$ cat config.mk
export PLATFORM = sky130hd
export DESIGN_NAME = nbt_tag_stream_parser_core
export DESIGN_NICKNAME = d
export VERILOG_FILES = /design/src/hw/rtl/nbtp_pkg.sv /design/src/hw/rtl/nbtp_parser.sv /design/src/hw/rtl/nbtp_out_queue.sv /design/src/hw/rtl/nbt_tag_stream_parser_core.sv
export VERILOG_INCLUDE_DIRS = /design/src /design/src/hw/rtl
export SDC_FILE = /design/constraint.sdc
export NUM_CORES = 1
export LEC_CHECK = 0
export ABC_AREA = 1
export BUFFER_PORTS_ARGS = -buffer_cell sky130_fd_sc_hd__buf_2
export CORE_MARGIN = 1.5
export CORE_UTILIZATION = 32
export CTS_BUF_LIST = sky130_fd_sc_hd__clkbuf_16
export CTS_CLUSTER_DIAMETER = 200
export DETAILED_ROUTE_END_ITERATION = 6
export RECOVER_POWER = 100
export SLEW_MARGIN = 20
export SYNTH_ARGS = -nofsm -noshare
export SYNTH_HDL_FRONTEND = slang
export SYNTH_HIERARCHICAL = 1
export SYNTH_SLANG_ARGS = --single-unit
$ cat constraint.sdc
create_clock -name clock -period 6.2 [get_ports clock]
set_clock_uncertainty 0.1 [all_clocks]
set_input_delay 1.24 -clock clock [delete_from_list [all_inputs] [get_ports clock]]
set_output_delay 1.24 -clock clock [all_outputs]
set_load 0.01 [all_outputs]
$ cat src/hw/rtl/assert_macros.svh
// Assertion helpers for the RTL.
`ifndef ASSERT_MACROS_SVH
`define ASSERT_MACROS_SVH

// Check that a property holds on every rising edge outside reset.
`define NBTP_ASSERT(lbl, clk, rst, prop) \
   lbl: assert property (@(posedge clk) disable iff (rst) prop) \
      else $error("nbtp assertion failed");

// Check that a condition never holds outside reset.
`define NBTP_ASSERT_NEVER(lbl, clk, rst, cond) \
   lbl: assert property (@(posedge clk) disable iff (rst) !(cond)) \
      else $error("nbtp forbidden condition seen");

`endif

$ cat src/hw/rtl/nbtp_pkg.sv
`timescale 1ns / 1ps
`default_nettype none

package nbtp_pkg;

   // Parser phases
   localparam logic [2:0] PH_TYPE     = 3'd0;
   localparam logic [2:0] PH_NAMELEN  = 3'd1;
   localparam logic [2:0] PH_NAME     = 3'd2;
   localparam logic [2:0] PH_VALUE    = 3'd3;
   localparam logic [2:0] PH_LISTTYPE = 3'd4;
   localparam logic [2:0] PH_COUNT    = 3'd5;
   localparam logic [2:0] PH_PAYLOAD  = 3'd6;

   // Tag type ids
   localparam logic [3:0] TAG_END        = 4'd0;
   localparam logic [3:0] TAG_BYTE       = 4'd1;
   localparam logic [3:0] TAG_SHORT      = 4'd2;
   localparam logic [3:0] TAG_INT        = 4'd3;
   localparam logic [3:0] TAG_LONG       = 4'd4;
   localparam logic [3:0] TAG_FLOAT      = 4'd5;
   localparam logic [3:0] TAG_DOUBLE     = 4'd6;
   localparam logic [3:0] TAG_BYTE_ARRAY = 4'd7;
   localparam logic [3:0] TAG_STRING     = 4'd8;
   localparam logic [3:0] TAG_LIST       = 4'd9;
   localparam logic [3:0] TAG_COMPOUND   = 4'd10;
   localparam logic [3:0] TAG_INT_ARRAY  = 4'd11;
   localparam logic [3:0] TAG_LONG_ARRAY = 4'd12;

   // Verdict status codes
   localparam logic [2:0] ST_OK          = 3'd0;
   localparam logic [2:0] ST_TRUNCATED   = 3'd1;
   localparam logic [2:0] ST_UNKNOWN     = 3'd2;
   localparam logic [2:0] ST_NEG_COUNT   = 3'd3;
   localparam logic [2:0] ST_LIST_UNSUPP = 3'd4;

   // Record kinds
   localparam logic REC_TAG     = 1'b0;
   localparam logic REC_VERDICT = 1'b1;

   // Name length field is two bytes
   localparam logic [3:0] NAME_LEN_BYTES = 4'd2;

   // Everything one input byte produces: an optional tag record, then an
   // optional end-of-buffer verdict.
   typedef struct packed {
      logic        has_tag;
      logic [3:0]  tag_type;
      logic [15:0] name_length;
      logic [63:0] scalar_bits;
      logic [30:0] element_count;
      logic [7:0]  list_element_type;
      logic        has_verdict;
      logic [2:0]  verdict_status;
   } group_type;

   // Parser status seen by the top level
   typedef struct packed {
      logic idle;
      logic push;
   } parser_status_type;

   // Bytes in the value of a scalar tag
   function automatic logic [3:0] scalar_size(input logic [3:0] t);
      logic [3:0] s;
      case (t)
         TAG_BYTE:  s = 4'd1;
         TAG_SHORT: s = 4'd2;
         TAG_INT:   s = 4'd4;
         TAG_LONG:  s = 4'd8;
         TAG_FLOAT: s = 4'd4;
         default:   s = 4'd8;
      endcase
      return s;
   endfunction

   // log2 of the element size of an array tag
   function automatic logic [1:0] elem_shift(input logic [3:0] t);
      logic [1:0] s;
      case (t)
         TAG_INT_ARRAY:  s = 2'd2;
         TAG_LONG_ARRAY: s = 2'd3;
         default:        s = 2'd0;
      endcase
      return s;
   endfunction

endpackage

`default_nettype wire

$ cat src/hw/rtl/nbtp_parser.sv
`timescale 1ns / 1ps
`default_nettype none

module nbtp_parser
   import nbtp_pkg::*;
(
   input  wire logic              clock,
   input  wire logic              reset,
   input  wire logic              accept,
   input  wire logic [7:0]        data_byte,
   input  wire logic              last_byte,
   output group_type              group,
   output parser_status_type      status
);

   logic [2:0]  phase_ff, phase_in;
   logic [3:0]  type_ff, type_in;
   logic [15:0] name_left_ff, name_left_in;
   logic [15:0] nlen_ff, nlen_in;
   logic [3:0]  idx_ff, idx_in;
   logic [63:0] acc_ff, acc_in;
   logic [31:0] cnt_ff, cnt_in;
   logic [34:0] pay_left_ff, pay_left_in;
   logic [7:0]  ltype_ff, ltype_in;
   logic [2:0]  err_ff, err_in;

   logic        body_start;
   logic [3:0]  idx_inc;
   logic [31:0] cnt_next;
   logic [34:0] pay_bytes;

   always_comb begin
      phase_in    = phase_ff;
      type_in     = type_ff;
      name_left_in = name_left_ff;
      nlen_in     = nlen_ff;
      idx_in      = idx_ff;
      acc_in      = acc_ff;
      cnt_in      = cnt_ff;
      pay_left_in = pay_left_ff;
      ltype_in    = ltype_ff;
      err_in      = err_ff;
      body_start  = 1'b0;
      idx_inc     = idx_ff + 4'd1;
      cnt_next    = cnt_ff | (32'(data_byte) << {idx_ff[1:0], 3'b000});
      pay_bytes   = 35'(cnt_next) << elem_shift(type_ff);

      group                   = '0;
      group.tag_type          = type_ff;
      group.name_length       = nlen_ff;

      // Advance the tag parse while no error is held
      if (accept && (err_ff == ST_OK)) begin
         case (phase_ff)
            PH_TYPE: begin
               if (data_byte == 8'd0) begin
                  group.has_tag     = 1'b1;
                  group.tag_type    = TAG_END;
                  group.name_length = 16'd0;
               end else if (data_byte > 8'(TAG_LONG_ARRAY)) begin
                  err_in = ST_UNKNOWN;
               end else begin
                  type_in  = data_byte[3:0];
                  idx_in   = 4'd0;
                  nlen_in  = 16'd0;
                  phase_in = PH_NAMELEN;
               end
            end
            PH_NAMELEN: begin
               nlen_in = nlen_ff | (16'(data_byte) << {idx_ff[0], 3'b000});
               idx_in  = idx_inc;
               group.name_length = nlen_in;
               if (idx_inc >= NAME_LEN_BYTES) begin
                  name_left_in = nlen_in;
                  if (nlen_in == 16'd0) begin
                     body_start = 1'b1;
                  end else begin
                     phase_in = PH_NAME;
                  end
               end
            end
            PH_NAME: begin
               name_left_in = name_left_ff - 16'd1;
               if (name_left_in == 16'd0) begin
                  body_start = 1'b1;
               end
            end
            PH_VALUE: begin
               acc_in = acc_ff | (64'(data_byte) << {idx_ff[2:0], 3'b000});
               idx_in = idx_inc;
               if (idx_inc >= scalar_size(type_ff)) begin
                  group.has_tag     = 1'b1;
                  group.scalar_bits = acc_in;
                  phase_in          = PH_TYPE;
               end
            end
            PH_LISTTYPE: begin
               ltype_in = data_byte;
               idx_in   = 4'd0;
               cnt_in   = 32'd0;
               phase_in = PH_COUNT;
            end
            PH_COUNT: begin
               cnt_in = cnt_next;
               idx_in = idx_inc;
               if (idx_inc >= ((type_ff == TAG_STRING) ? 4'd2 : 4'd4)) begin
                  if ((type_ff != TAG_STRING) && cnt_next[31]) begin
                     err_in = ST_NEG_COUNT;
                  end else if (type_ff == TAG_LIST) begin
                     group.has_tag           = 1'b1;
                     group.element_count     = cnt_next[30:0];
                     group.list_element_type = ltype_ff;
                     err_in                  = ST_LIST_UNSUPP;
                  end else begin
                     pay_left_in = pay_bytes;
                     if (cnt_next == 32'd0) begin
                        group.has_tag = 1'b1;
                        phase_in      = PH_TYPE;
                     end else begin
                        phase_in = PH_PAYLOAD;
                     end
                  end
               end
            end
            PH_PAYLOAD: begin
               pay_left_in = pay_left_ff - 35'd1;
               if (pay_left_in == 35'd0) begin
                  group.has_tag       = 1'b1;
                  group.element_count = cnt_ff[30:0];
                  phase_in            = PH_TYPE;
               end
            end
            default: begin
               phase_in = PH_TYPE;
            end
         endcase
      end

      // Start the tag body once the name is skipped
      if (body_start) begin
         idx_in = 4'd0;
         acc_in = 64'd0;
         cnt_in = 32'd0;
         if (type_ff == TAG_COMPOUND) begin
            group.has_tag = 1'b1;
            phase_in      = PH_TYPE;
         end else if ((type_ff >= TAG_BYTE) && (type_ff <= TAG_DOUBLE)) begin
            phase_in = PH_VALUE;
         end else if (type_ff == TAG_LIST) begin
            phase_in = PH_LISTTYPE;
         end else begin
            phase_in = PH_COUNT;
         end
      end

      // Close the buffer: give the verdict and return to reset state
      if (accept && last_byte) begin
         group.has_verdict = 1'b1;
         if (err_in != ST_OK) begin
            group.verdict_status = err_in;
         end else if (phase_in != PH_TYPE) begin
            group.verdict_status = ST_TRUNCATED;
         end else begin
            group.verdict_status = ST_OK;
         end
         phase_in     = PH_TYPE;
         type_in      = TAG_END;
         name_left_in = 16'd0;
         nlen_in      = 16'd0;
         idx_in       = 4'd0;
         acc_in       = 64'd0;
         cnt_in       = 32'd0;
         pay_left_in  = 35'd0;
         ltype_in     = 8'd0;
         err_in       = ST_OK;
      end
   end

   always_ff @(posedge clock) begin
      if (reset) begin
         phase_ff     <= PH_TYPE;
         type_ff      <= TAG_END;
         name_left_ff <= 16'd0;
         nlen_ff      <= 16'd0;
         idx_ff       <= 4'd0;
         acc_ff       <= 64'd0;
         cnt_ff       <= 32'd0;
         pay_left_ff  <= 35'd0;
         ltype_ff     <= 8'd0;
         err_ff       <= ST_OK;
      end else begin
         phase_ff     <= phase_in;
         type_ff      <= type_in;
         name_left_ff <= name_left_in;
         nlen_ff      <= nlen_in;
         idx_ff       <= idx_in;
         acc_ff       <= acc_in;
         cnt_ff       <= cnt_in;
         pay_left_ff  <= pay_left_in;
         ltype_ff     <= ltype_in;
         err_ff       <= err_in;
      end
   end

   assign status.idle = (phase_ff == PH_TYPE) && (err_ff == ST_OK);
   assign status.push = accept && (group.has_tag || group.has_verdict);

endmodule

`default_nettype wire

$ cat src/hw/rtl/nbtp_out_queue.sv
`timescale 1ns / 1ps
`default_nettype none

module nbtp_out_queue
   import nbtp_pkg::*;
#(
   parameter int DEPTH = 4
) (
   input  wire logic        clock,
   input  wire logic        reset,
   input  wire logic        push,
   input  wire group_type   push_group,
   output logic             full,
   output logic             out_valid,
   input  wire logic        out_stall,
   output logic             out_record_kind,
   output logic [3:0]       out_tag_type,
   output logic [15:0]      out_name_length,
   output logic [63:0]      out_scalar_bits,
   output logic [30:0]      out_element_count,
   output logic [7:0]       out_list_element_type,
   output logic [2:0]       out_status,
   output logic             out_last_result
);

   localparam int PTR_W = (DEPTH > 1) ? $clog2(DEPTH) : 1;
   localparam int CNT_W = $clog2(DEPTH + 1);
   localparam logic [PTR_W-1:0] LAST_PTR = PTR_W'(DEPTH - 1);
   localparam logic [CNT_W-1:0] FULL_CNT = CNT_W'(DEPTH);

   group_type         store_ff [DEPTH];
   logic [PTR_W-1:0]  wr_ptr_ff, wr_ptr_in;
   logic [PTR_W-1:0]  rd_ptr_ff, rd_ptr_in;
   logic [CNT_W-1:0]  count_ff, count_in;
   logic              sub_ff, sub_in;

   group_type head;
   logic      on_tag;
   logic      take;
   logic      pop;

   assign head      = store_ff[rd_ptr_ff];
   assign out_valid = (count_ff != '0);
   assign full      = (count_ff == FULL_CNT);

   // Select the tag record first, then the verdict
   assign on_tag = head.has_tag && !sub_ff;

   always_comb begin
      if (on_tag) begin
         out_record_kind       = REC_TAG;
         out_tag_type          = head.tag_type;
         out_name_length       = head.name_length;
         out_scalar_bits       = head.scalar_bits;
         out_element_count     = head.element_count;
         out_list_element_type = head.list_element_type;
         out_status            = ST_OK;
         out_last_result       = !head.has_verdict;
      end else begin
         out_record_kind       = REC_VERDICT;
         out_tag_type          = TAG_END;
         out_name_length       = 16'd0;
         out_scalar_bits       = 64'd0;
         out_element_count     = 31'd0;
         out_list_element_type = 8'd0;
         out_status            = head.verdict_status;
         out_last_result       = 1'b1;
      end
   end

   assign take = out_valid && !out_stall;
   assign pop  = take && out_last_result;

   // Advance pointers, sub-record index and occupancy
   always_comb begin
      wr_ptr_in = wr_ptr_ff;
      rd_ptr_in = rd_ptr_ff;
      sub_in    = sub_ff;
      if (push) begin
         wr_ptr_in = (wr_ptr_ff == LAST_PTR) ? '0 : wr_ptr_ff + PTR_W'(1);
      end
      if (pop) begin
         rd_ptr_in = (rd_ptr_ff == LAST_PTR) ? '0 : rd_ptr_ff + PTR_W'(1);
         sub_in    = 1'b0;
      end else if (take) begin
         sub_in = 1'b1;
      end
      count_in = count_ff + CNT_W'(push) - CNT_W'(pop);
   end

   always_ff @(posedge clock) begin
      if (reset) begin
         wr_ptr_ff <= '0;
         rd_ptr_ff <= '0;
         count_ff  <= '0;
         sub_ff    <= 1'b0;
      end else begin
         wr_ptr_ff <= wr_ptr_in;
         rd_ptr_ff <= rd_ptr_in;
         count_ff  <= count_in;
         sub_ff    <= sub_in;
      end
   end

   // Hold result groups
   always_ff @(posedge clock) begin
      if (push) begin
         store_ff[wr_ptr_ff] <= push_group;
      end
   end

endmodule

`default_nettype wire

$ cat src/hw/rtl/nbt_tag_stream_parser_core.sv
// Little-endian NBT tag stream parser. One buffer byte is taken per cycle
// on the req channel; a byte that completes a tag gives a tag record, and the
// byte marked last also gives a verdict record, so one byte yields zero, one
// or two records on the rsp channel, one per unstalled cycle. Parsing of a
// byte is done in the cycle it is accepted and its records are written to an
// output queue of QUEUE_DEPTH byte-result entries; the first record can be
// taken in the cycle after its byte. req_stall rises only while that queue is
// full, so input runs at one byte per cycle as long as the output side takes
// the records as fast as they are made (at most two per byte, one per cycle).
`timescale 1ns / 1ps
`default_nettype none

`include "assert_macros.svh"

module nbt_tag_stream_parser_core
   import nbtp_pkg::*;
#(
   parameter int QUEUE_DEPTH = 4
) (
   input  wire logic        clock,
   input  wire logic        reset,
   input  wire logic        req_valid,
   output logic             req_stall,
   input  wire logic [7:0]  req_data_byte,
   input  wire logic        req_last_byte,
   output logic             rsp_valid,
   input  wire logic        rsp_stall,
   output logic             rsp_record_kind,
   output logic [3:0]       rsp_tag_type,
   output logic [15:0]      rsp_name_length,
   output logic [63:0]      rsp_scalar_bits,
   output logic [30:0]      rsp_element_count,
   output logic [7:0]       rsp_list_element_type,
   output logic [2:0]       rsp_status,
   output logic             rsp_last_result
);

   logic              accept;
   logic              queue_full;
   group_type         group;
   parser_status_type parse_status;

   assign req_stall = queue_full;
   assign accept    = req_valid && !queue_full;

   nbtp_parser u_parser (
      .clock     (clock),
      .reset     (reset),
      .accept    (accept),
      .data_byte (req_data_byte),
      .last_byte (req_last_byte),
      .group     (group),
      .status    (parse_status)
   );

   nbtp_out_queue #(
      .DEPTH (QUEUE_DEPTH)
   ) u_out_queue (
      .clock                 (clock),
      .reset                 (reset),
      .push                  (parse_status.push),
      .push_group            (group),
      .full                  (queue_full),
      .out_valid             (rsp_valid),
      .out_stall             (rsp_stall),
      .out_record_kind       (rsp_record_kind),
      .out_tag_type          (rsp_tag_type),
      .out_name_length       (rsp_name_length),
      .out_scalar_bits       (rsp_scalar_bits),
      .out_element_count     (rsp_element_count),
      .out_list_element_type (rsp_list_element_type),
      .out_status            (rsp_status),
      .out_last_result       (rsp_last_result)
   );

   // A verdict is always the final record of its byte
   `NBTP_ASSERT(a_verdict_last, clock, reset, (rsp_valid && rsp_record_kind) |-> rsp_last_result)
   // Tag records never carry an error status
   `NBTP_ASSERT(a_tag_status_ok, clock, reset, (rsp_valid && !rsp_record_kind) |-> (rsp_status == ST_OK))
   // The parser is back at a tag boundary after a buffer closes
   `NBTP_ASSERT(a_idle_after_last, clock, reset, (req_valid && !req_stall && req_last_byte) |=> parse_status.idle)
   // Input is held back only while records are waiting
   `NBTP_ASSERT_NEVER(a_stall_needs_data, clock, reset, req_stall && !rsp_valid)

endmodule

`default_nettype wire
==> out/qor.yml <==
grt:
  grt_pass1_wl_um: 144000
  grt_pass1_vias: 23500
  grt_antenna_before_repair: 5
  grt_usage: 0.181
  overflow: 0
  grt_max_degree: 109
floorplan:
  start_util: 0.323
  dieHeight_um: 321
  die_area_mm2: 0.103
  dieWidth_um: 321
  core_area_mm2: 0.100
  num_io_pins: 143
  rows: 116
layout:
  nNetsFinal: 3621
  drive_above_1_share: 0.0650
  nFillCells: 10100
  area_growth_pct: 11.4
  multi_input_area_mm2: 0.0109
  regArea_mm2: 0.0193
  post-route-util: 0.360
routing:
  detail_route.first_pass.iterations: 6
  antenna_left: 0
  dr.first_iter.drc_count: 2336
  vias_per_cell: 5.09
  drc: 0
  wl_um: 96000
  wire_per_inst_um: 19.4
  vias: 25200
worst_setup_path:
  start_kind: "register"
  worstPathMaxFanout: 79
  crit_buf_inv: 8
  critPathCaptureType: "register"
  path_cells: "buf_4 > inv_1 > ha_1 > inv_1 > ha_1 > inv_1 > nor2_1 > o21ai_0 > nand2_1 > a31oi_1 > inv_1 > nand2_1 > inv_1 > o41ai_1 > nand3_1 > nand2_1 > inv_6 > clkbuf_4"
  crit_top_cell: "inv_1"
  cp_slowest_cell: "clkbuf_4"
  cpPeakStageDelay_ps: 720
  cp_top_family: "buffers and inverters"
  crit_arrival_ps: 5270
  worst-setup-path-type: "reg -> reg"
  cp.required_ps: 6180
sta:
  max_slew_margin: -0.450
  worstMarginPinSlew_ps: 2180
  rsz0062_at_grt: "false"
  slew_viol_final: 227
  setup_viol: 0
  finalCritPeriodShare: 0.853
  fmax_mhz: 189
  setup_ws_ps: 909
  min_period_ps: 5290
  finalHoldViolCount: 0
  setup_tns_ps: 0
placed_design:
  dp_slack_ps: 1200
  place_congestion: 0.951
  dp_hpwl_um: 61100
  numPortBuffers: 142
logic_synthesis:
  ys_warn_count: 6
  syn_area_mm2: 0.0324
  syn_inst: 3540
  syn-mean-instance-area_um2: 9.15
  synth_nets: 3573
clock_network:
  clockBufferDepth: 3
  cts_tree: "done"
  cts_root_buffer: "clkbuf_16"
  insertion_delay_ps: 630
  h-tree-depth: 3
  cts_inserted_buffers: 74
  path_clk_slew_ps: 60
  post_cts_resized: 0
  cts_setup_buffers: 0
  hold_buffers: 0
  cts_num_sinks: 707
power:
  cellLeakagePower_nw: 12.9
  power.density_mw_per_mm2: 358
  p_total_mw: 12.9
  ir_worst_vdd_mv: 0.318
status:
  violations: "capacitance limit, slew limit"
  outcome: "finished with violations"
hold_path:
  hp-class: "reg -> reg"
run:
  cap_violations: 4
[path summary, 6_finish.rpt]
kind,slack (ps),start,cells after the start,end
worst max-delay path,910,u_parser/idx_ff[1],18,u_out_queue/store_ff[2][49]
worst min-delay path,360,u_parser/acc_ff[52],2,u_parser/acc_ff[52]
worst max register to register,910,u_parser/idx_ff[1],18,u_out_queue/store_ff[2][49]
worst min register to register,360,u_parser/acc_ff[52],2,u_parser/acc_ff[52]
[state kept, by name, indices dropped and copies added (netlist names), 4 cells and up, named ones only]
name                   count
u_out_queue/store_ff     512
u_parser/acc_ff           64
u_parser/cnt_ff           32
u_parser/idx_ff            4
u_parser/ltype_ff          8
u_parser/name_left_ff     16
u_parser/nlen_ff          16
u_parser/pay_left_ff      35
u_parser/type_ff           4
[tightest hold or removal path, stage by stage, from the launching register on]
cell,delay (ps)
dfxtp_1,300
inv_1,60
a211oi_1,60
[per-stage QoR]
stage	instances	instance area, µm²	hold slack, ps
6_report	4948	36100	363
5_1_grt	4947	36100	385
4_1_cts	4946	36600	364
3_5_place_dp	4810	34200	354
3_3_place_gp	4810	34200	349
2_1_floorplan	3540	32400	328
[cell type report]
type,instances,share of cell area
inverters,281,0.0300
clock inverters,62,0.0141
well taps,1298,0.0450
clock buffers,74,0.0513
multi-input cells,2346,0.302
flip-flops and latches,707,0.534
repair buffers,178,0.0232
diodes,2,0.000139
[power breakdown]
part | switching [mW] | total (mW) | leakage, nW | internal [mW]
clock network | 1.89 | 4.34 | 1.20 | 2.45
logic | 2.39 | 3.26 | 5.35 | 0.869
registers | 0.103 | 5.32 | 6.36 | 5.22
[routing by layer]
layer / wire length [µm] / up-vias / share of wire / track usage
met5: 42 / - / 0.00044 / 0
met4: 3010 / 6 / 0.031 / 0.0636
met3: 7100 / 135 / 0.074 / 0.0359
met2: 44800 / 823 / 0.47 / 0.292
met1: 41000 / 12100 / 0.43 / 0.241
li1: - / 12100 / - / -
[cells in the final DEF (no fill, tap or decap), types with 74 or more instances in the layout]
cell,instances
a21oi_1,319
clkbuf_1,108
clkbuf_16,74
dfxtp_1,193
edfxtp_1,512
inv_1,278
nand2_1,439
nand3_1,74
nor2_1,811
nor3_1,75
o21ai_0,354
(Power assumes the default switching activity.)
